### src/hav_sqrt_cell.sv
// One step of a restoring integer square root (two radicand bits per cell).
module hav_sqrt_cell #(
  parameter int STEP = 0,
  parameter int SB_W = 1
) (
  input  logic            clk,
  input  logic            en,
  input  logic [61:0]     n_i,
  input  logic [31:0]     res_i,
  input  logic [SB_W-1:0] sb_i,
  output logic [61:0]     n_o,
  output logic [31:0]     res_o,
  output logic [SB_W-1:0] sb_o
);

  localparam int SH = 60 - 2 * STEP;

  logic [61:0] n_r, n_nxt;
  logic [31:0] res_r, res_nxt;
  logic [SB_W-1:0] sb_r;
  logic [63:0] trial;

  always_comb begin
    trial = ({32'd0, res_i} << (SH / 2 + 1)) + (64'd1 << SH);
    if ({2'b00, n_i} >= trial) begin
      n_nxt = n_i - trial[61:0];
      res_nxt = res_i | (32'd1 << (SH / 2));
    end else begin
      n_nxt = n_i;
      res_nxt = res_i;
    end
  end

  always_ff @(posedge clk) begin
    if (en) begin
      n_r <= n_nxt;
      res_r <= res_nxt;
      sb_r <= sb_i;
    end
  end

  assign n_o = n_r;
  assign res_o = res_r;
  assign sb_o = sb_r;

endmodule

### config.mk
export PLATFORM = sky130hd
export DESIGN_NAME = hav_sqrt_cell
export DESIGN_NICKNAME = d
export VERILOG_FILES = /design/src/hav_sqrt_cell.sv
export SDC_FILE = /design/constraint.sdc
export NUM_CORES = 1
export LEC_CHECK = 0
export BUFFER_PORTS_ARGS = -buffer_cell sky130_fd_sc_hd__buf_2
export CORE_UTILIZATION = 50
export DETAILED_ROUTE_END_ITERATION = 12
export PLACE_DENSITY = 0.81
export SLEW_MARGIN = 20
export SYNTH_ARGS = -nofsm -noshare
export SYNTH_HDL_FRONTEND = slang
export SYNTH_SLANG_ARGS = --single-unit
### constraint.sdc
create_clock -name clk -period 4.4 [get_ports clk]
set_input_delay 0.88 -clock clk [delete_from_list [all_inputs] [get_ports clk]]
set_output_delay 0.88 -clock clk [all_outputs]
set_load 0.01 [all_outputs]
==> flow_summary.yaml, run 1 <==
sta:
  slew_headroom_pct: 31.16
  fmax_ghz: 0.2939
  final_hold_viol_count: 0
  final_max_slew_viol_count: 0
  post-route-period-util_pct: 77.32
  rsz0062_at_grt: "no"
  layout_min_cycle_time_ns: 3.402
  finalSetupViolCount: 0
  tightest_slew_ns: 1.033
  setup_tns_ns: 0
detailed_routing:
  wl_mm: 12.06
  drt-vias-per-instance: 5.370
  routedWlPerCell_um: 16.27
  firstDrtPassIters: 4
  vias: 3979
  drtIter0Drc: 146
  detail-route-antenna-nets: 0
  drcViolationCount: 0
yosys:
  yosysSeqAreaShare_pct: 55.25
  syn-instance-count: 414
  syn-num-nets: 544
  synth.avg_cell_area_um2: 12.47
  async_flop_share_pct: 0
  syn_area_um2: 5164
  ys.flop_type: "edfxtp_1"
  synthTopCellsByArea: "edfxtp_1 (55%), ha_1 (7.8%), mux2_1 (6.1%), xnor2_1 (2.9%), inv_1 (2.6%)"
  ys_seq_elements: 95
  synth_edf_count: 95
  synth.most_common_cell: "edfxtp_1"
  yosys_warnings: 0
  ys_types: 52
  synth.cells.most_frequent: "edfxtp_1 (95), inv_1 (36), ha_1 (32), mux2_1 (28), a21oi_1 (26)"
  yosysTopAreaCell: "edfxtp_1"
  yosysTopAreaCellShare_pct: 55.25
clocking:
  cts_buffers: 9
  ctsHoldBuffers: 0
  clockBufferDepth: 2
  cts.sinks: 95
  cts_root_buf: "clkbuf_8"
  cts_tree: "done"
  path_clk_slew_ns: 0.10
  cts_resized: 0
  cts_setup_buffers: 0
  cts_max_level: 3
place:
  io_buffer_count: 191
  place.gp.congestion: 0.8787
  hpwl_mm: 9.198
cells_and_area:
  syn_to_final_growth_pct: 24.25
  drive_gt1_share_pct: 36.18
  n_antenna_cell: 0
  nets: 733
global_routing:
  grt_pass1_vias: 3980
  gr-usage-all-layers_pct: 22.55
  grt_max_degree: 86
  antenna_found_initial: 0
  gr-total-overflow: 0
  grt_pass1_wl_mm: 19.06
worst_setup_path:
  cp_max_fo: 31
  cp.required_ns: 4.53
  cp-end-kind: "flip-flop"
  cp.arrival_ns: 3.54
  critPathKind: "primary input to flip-flop"
  crit_path_start_kind: "primary input"
power:
  switching_share_pct: 29.99
  p_int_uw: 1542
  pwr-share-comb_pct: 24.2
  p_clk_share_pct: 25.3
  p_sw_uw: 660.4
  p_leak_uw: 0.002855
  p_total_uw: 2202
  peakVddDrop_mv: 0.1757
  power_density_nw_per_um2: 343.2
  pwr-share-seq_pct: 50.5
run_status:
  status: "finished, final reports clean"
floorplan:
  chipHeight_um: 103.6
  dieArea_um2: 10740
  fp-row-count: 36
  core_um2: 9910
  ioPinCount: 192
  fp.dieW_um: 103.6
  start_util_pct: 52.11
hold_path:
  holdPathEnd: "sb_o"
  hold_depth: 1
  min_path_type: "primary input to flip-flop"
  worstHoldStart: "sb_i"
run:
  cap_violations: 0
-- power groups by stage --
stage | sequential (uW) | clock, uW | combinational, uW
global route | 1120 | 600 | 584
floorplan | 1180 | 0 | 276
global placement | 1130 | 0 | 518
CTS | 1110 | 569 | 535
detailed placement | 1130 | 0 | 531
finish | 1110 | 557 | 532
-- worst max-delay path by stage --
| stage | start | to | slack, ns | cells past startpoint |
|---|---|---|---|---|
| 2_1_floorplan | n_i[31] | n_o[47] | 1.02 | 12 |
| 3_3_place_gp | n_i[57] | n_o[47] | 0.61 | 9 |
| 3_5_place_dp | res_i[26] | n_o[61] | 0.59 | 10 |
| 4_1_cts | res_i[26] | n_o[61] | 0.99 | 10 |
| 5_1_grt | n_i[49] | n_o[61] | 0.68 | 10 |
| 6_report | n_i[49] | n_o[61] | 1.0 | 10 |
-- layout by cell type (no fill, tap or decap), types with 9 or more instances in the layout --
cell,synthesis,routed
nor2_1,20,19
clkbuf_8,0,9
xnor2_1,17,17
nand2_1,18,18
inv_1,36,36
ha_1,32,32
o21ai_0,9,9
a21o_1,15,15
edfxtp_1,95,95
mux2_1,28,28
nor4_1,9,9
xor2_1,10,10
buf_2,4,190
a21oi_1,26,26
nand4_1,9,9
-- state kept, by name (all words and copies together) (netlist names) --
register  cells
sb_o          1
res_o        32
n_o          62
-- stage by stage --
step | hold slack [ns] | setup WS, ns | area (um2) | std cells | utilization (%)
after floorplan | 0.9789 | 1.024 | 5164 | 414 | -
after global placement | 1.058 | 0.6100 | 6223 | 725 | 62.80
after detailed placement | 1.059 | 0.5902 | 6223 | 725 | 62.80
after CTS | 0.6654 | 0.9920 | 6416 | 741 | 64.75
after global routing | 0.6690 | 0.6843 | 6416 | 741 | 64.75
final | 0.6790 | 0.9980 | 6416 | 741 | 64.75
-- layout make-up --
type	instances	area, um2
flip-flops and latches	95	2853
inverters	36	135.1
clock buffers	9	123.9
multi-input cells	269	2103
well taps	133	166.4
clock inverters	7	68.82
repair buffers	192	965.9
fillers	816	3493
-- routing by layer --
layer / global-route usage (%) / vias to the layer above / part of all wire (%)
met1: 27.41 / 1881 / 41
met4: 6.625 / 0 / 0.75
met2: 40.46 / 152 / 52
met3: 4.342 / 8 / 5.7
met5: 0 / - / 0
li1: - / 1938 / -
-- critical path, stage by stage --
cell and delay (ns):
buf_2 0.11, ha_1 0.39, a21oi_1 0.16, nor2_1 0.07, nor4_1 0.31, o41ai_2 0.16, a21oi_1 0.15, a21oi_1 0.12
nor2_4 0.76, mux2_2 0.42
-- logic make-up (layout without fill, tap and decap cells) --
kind of cell,count (synthesis),in the layout,synth area share [%]
DFF,95,95,55.25
buffers and inverters,50,244,4.168
muxes,31,31,6.736
xor gates and xnor gates,27,27,4.579
and+or+nand+nor,86,86,8.457
AOI/OAI and AO/OA,92,92,12.67
adders and majority gates,33,33,8.141
No activity file was read; power rests on OpenSTA's default activity.
==> run 2: changes to the inputs <==
--- a/config.mk
+++ b/config.mk
@@ -5,10 +5,11 @@
 export SDC_FILE = /design/constraint.sdc
 export NUM_CORES = 1
 export LEC_CHECK = 0
+export ABC_AREA = 1
 export BUFFER_PORTS_ARGS = -buffer_cell sky130_fd_sc_hd__buf_2
-export CORE_UTILIZATION = 50
+export CORE_UTILIZATION = 47
 export DETAILED_ROUTE_END_ITERATION = 12
-export PLACE_DENSITY = 0.81
+export PLACE_DENSITY = 0.77
 export SLEW_MARGIN = 20
 export SYNTH_ARGS = -nofsm -noshare
 export SYNTH_HDL_FRONTEND = slang
==> constraint.sdc (replaced) <==
create_clock -name clk -period 2.9 [get_ports clk]
set_input_delay 0.58 -clock clk [delete_from_list [all_inputs] [get_ports clk]]
set_output_delay 0.58 -clock clk [all_outputs]
set_load 0.01 [all_outputs]
==> run 2 against run 1 <==
Critical path depth grew 4. Core utilization shrank 4.4 points. Cell count grew 57%.
==> flow_summary.yaml, run 2 <==
run_status:
  status: "finished, final reports clean"
sta:
  post-route-period-util_pct: 84.69
  final_max_slew_viol_count: 0
  postLayoutSetupSlackWorst_ns: 0.4440
  tightest_slew_ns: 0.5613
  layout_min_cycle_time_ns: 2.456
  slew_headroom_pct: 62.58
  finalSetupViolCount: 0
  rsz0062_at_grt: "no"
  fmax_ghz: 0.4072
  final_hold_viol_count: 0
  setup_tns_ns: 0
clocking:
  cts_root_buf: "clkbuf_16"
  cts_buffers: 9
  path_clk_slew_ns: 0.07
  ctsHoldBuffers: 0
  cts_tree: "done"
  clockBufferDepth: 2
  cts_setup_buffers: 0
  cts_max_level: 3
  cts_resized: 0
  cts.sinks: 95
worst_setup_path:
  critPathKind: "primary input to flip-flop"
  crit_buf_inv: 3
  cp_slowest_cell: "fa_1"
  cp_slowest_stage_delay_ns: 0.48
  worstPathCellList: "buf_2 -> inv_1 -> ha_1 -> inv_1 -> fa_1 -> nand3_1 -> nand3_1 -> nand2_1 -> nand2_1 -> nand3_1 -> nand2_1 -> xor2_1 -> nand2_1 -> nand2_1"
  cp.arrival_ns: 2.56
  critical_path.top_delay_family: "simple AND/OR/NAND/NOR gates"
  cp_max_fo: 5
  crit_path_start_kind: "primary input"
  cp-end-kind: "flip-flop"
  cp.required_ns: 3.01
  timing.critical_path.mode_cell: "nand2_1"
cells_and_area:
  final_cell_area_um2: 7611
  nets: 1116
  syn_to_final_growth_pct: 24.68
  n_fill_cell: 1184
  utilization_pct: 60.31
  n_antenna_cell: 0
  final_cell_mix: "nand2_1 (279), buf_2 (190), inv_1 (178)"
  drive_gt1_share_pct: 23.61
  largest_register_ffs: 62
  final_common_cell: "nand2_1"
power:
  p_leak_uw: 0.004130
  p_clk_share_pct: 31.1
  p_total_uw: 3839
  p_int_uw: 2631
  peakVddDrop_mv: 0.2482
  p_sw_uw: 1208
  pwr-share-comb_pct: 24.7
  power_density_nw_per_um2: 504.4
  switching_share_pct: 31.47
  pwr-share-seq_pct: 44.2
detailed_routing:
  drtIter0Drc: 309
  detail-route-antenna-nets: 0
  drcViolationCount: 0
  wl_mm: 15.87
  routedWlPerCell_um: 13.64
  firstDrtPassIters: 4
  drt-vias-per-instance: 4.693
  vias: 5458
yosys:
  ys_types: 28
  syn_area_um2: 6105
  yosys_warnings: 0
  synth_edf_count: 95
  synthSimpleGateAreaFrac_pct: 28.76
  synth-compound-area-share_pct: 3.238
  yosysTopAreaCellShare_pct: 46.73
  synthAdderAreaFrac_pct: 6.887
  synth.cells.most_frequent: "nand2_1 (279), inv_1 (178), edfxtp_1 (95), nor2_1 (42), nand3_1 (38)"
  synthMuxAreaShare_pct: 0
  synthTopCellsByArea: "edfxtp_1 (47%), nand2_1 (17%), inv_1 (11%), ha_1 (6.6%), nand3_1 (3.1%)"
  async_flop_share_pct: 0
  yosys.area_share.xor_xnor_pct: 2.152
  synth.avg_cell_area_um2: 7.786
  yosysTopAreaCell: "edfxtp_1"
  syn-instance-count: 784
  synth_top_family_by_area: "simple AND/OR/NAND/NOR gates"
  ys_seq_elements: 95
  yosysSeqAreaShare_pct: 46.73
  synth.most_common_cell: "nand2_1"
  ys.flop_type: "edfxtp_1"
  syn-num-nets: 914
hold_path:
  hold_depth: 1
  worstHoldStart: "sb_i"
  holdPathEnd: "sb_o"
  min_path_type: "primary input to flip-flop"
place:
  hpwl_mm: 12.93
  postPlaceCellArea_um2: 7312
  pre_cts_slack_ns: 0.1256
  place.gp.congestion: 0.9727
  io_buffer_count: 191
floorplan:
  fp-row-count: 41
  ioPinCount: 192
  core_um2: 12620
  start_util_pct: 48.37
  fp.dieW_um: 116.0
  chipHeight_um: 116.0
  dieArea_um2: 13450
global_routing:
  grt_max_degree: 47
  gr-usage-all-layers_pct: 24.58
  grt_pass1_wl_mm: 24.67
  antenna_found_initial: 0
  gr-total-overflow: 0
  grt_pass1_vias: 5085
run:
  cap_violations: 0
## run 2: cell types whose count changed in the layout (fill, tap and decap cells not counted), sizes merged, moves of 7 or more
cell and change:
a21o -15, a21oi -7, a31oi -7, buf +7, inv +147, mux2 -30
nand2 +266, nand3 +35, nand3b +9, nand4 +8, nor2 +28, nor4 -9
xnor2 -16
## run 2: per-stage QoR
step / hold WS [ns] / cells
after floorplan: 0.6789 / 784
after global placement: 0.7647 / 1147
after detailed placement: 0.7673 / 1147
after CTS: 0.3964 / 1163
after global routing: 0.4018 / 1163
final: 0.4046 / 1163
## run 2: metal layers
layer	track usage (%)	vias up	routed length, um
met3	4.550	29	1082
met2	40.67	175	7246
li1	-	2852	-
met1	31.34	2402	7082
met5	0	-	0
met4	11.03	0	454
## run 2: worst max path at each step
| stage | slack (ns) | cells past startpoint | end | from |
|---|---|---|---|---|
| global route | 0.35 | 14 | n_o[47] | n_i[31] |
| finish | 0.44 | 14 | n_o[47] | n_i[31] |
| floorplan | 0.64 | 13 | n_o[47] | n_i[31] |
| detailed placement | 0.13 | 14 | n_o[47] | n_i[31] |
| global placement | 0.15 | 14 | n_o[47] | n_i[31] |
| CTS | 0.49 | 14 | n_o[47] | n_i[31] |
## run 2: power by group through the flow
| stage | sequential [uW] | clock [uW] | combinational [uW] |
|---|---|---|---|
| after floorplan | 1800 | 0 | 493 |
| after global placement | 1730 | 0 | 933 |
| after detailed placement | 1730 | 0 | 945 |
| after CTS | 1700 | 1210 | 949 |
| after global routing | 1710 | 1260 | 1070 |
| final | 1700 | 1190 | 949 |
## run 2: logic make-up after synthesis
kind of cell               count (synthesis)
and+or+nand+nor                          412
buffers and inverters                    190
DFF                                       95
AOI/OAI and AO/OA                         39
adders and majority gates                 33
xor gates and xnor gates                  15
## run 2: final cells by class
cell class	instances	area, um2	share of cell area [%]
Sequential cell	95	2853	37.48
Multi-Input combinational cell	499	2505	32.91
Timing Repair Buffer	199	1056	13.87
Inverter	182	683.2	8.976
Clock buffer	9	225.2	2.959
Tap cell	172	215.2	2.828
Clock inverter	7	73.82	0.9699
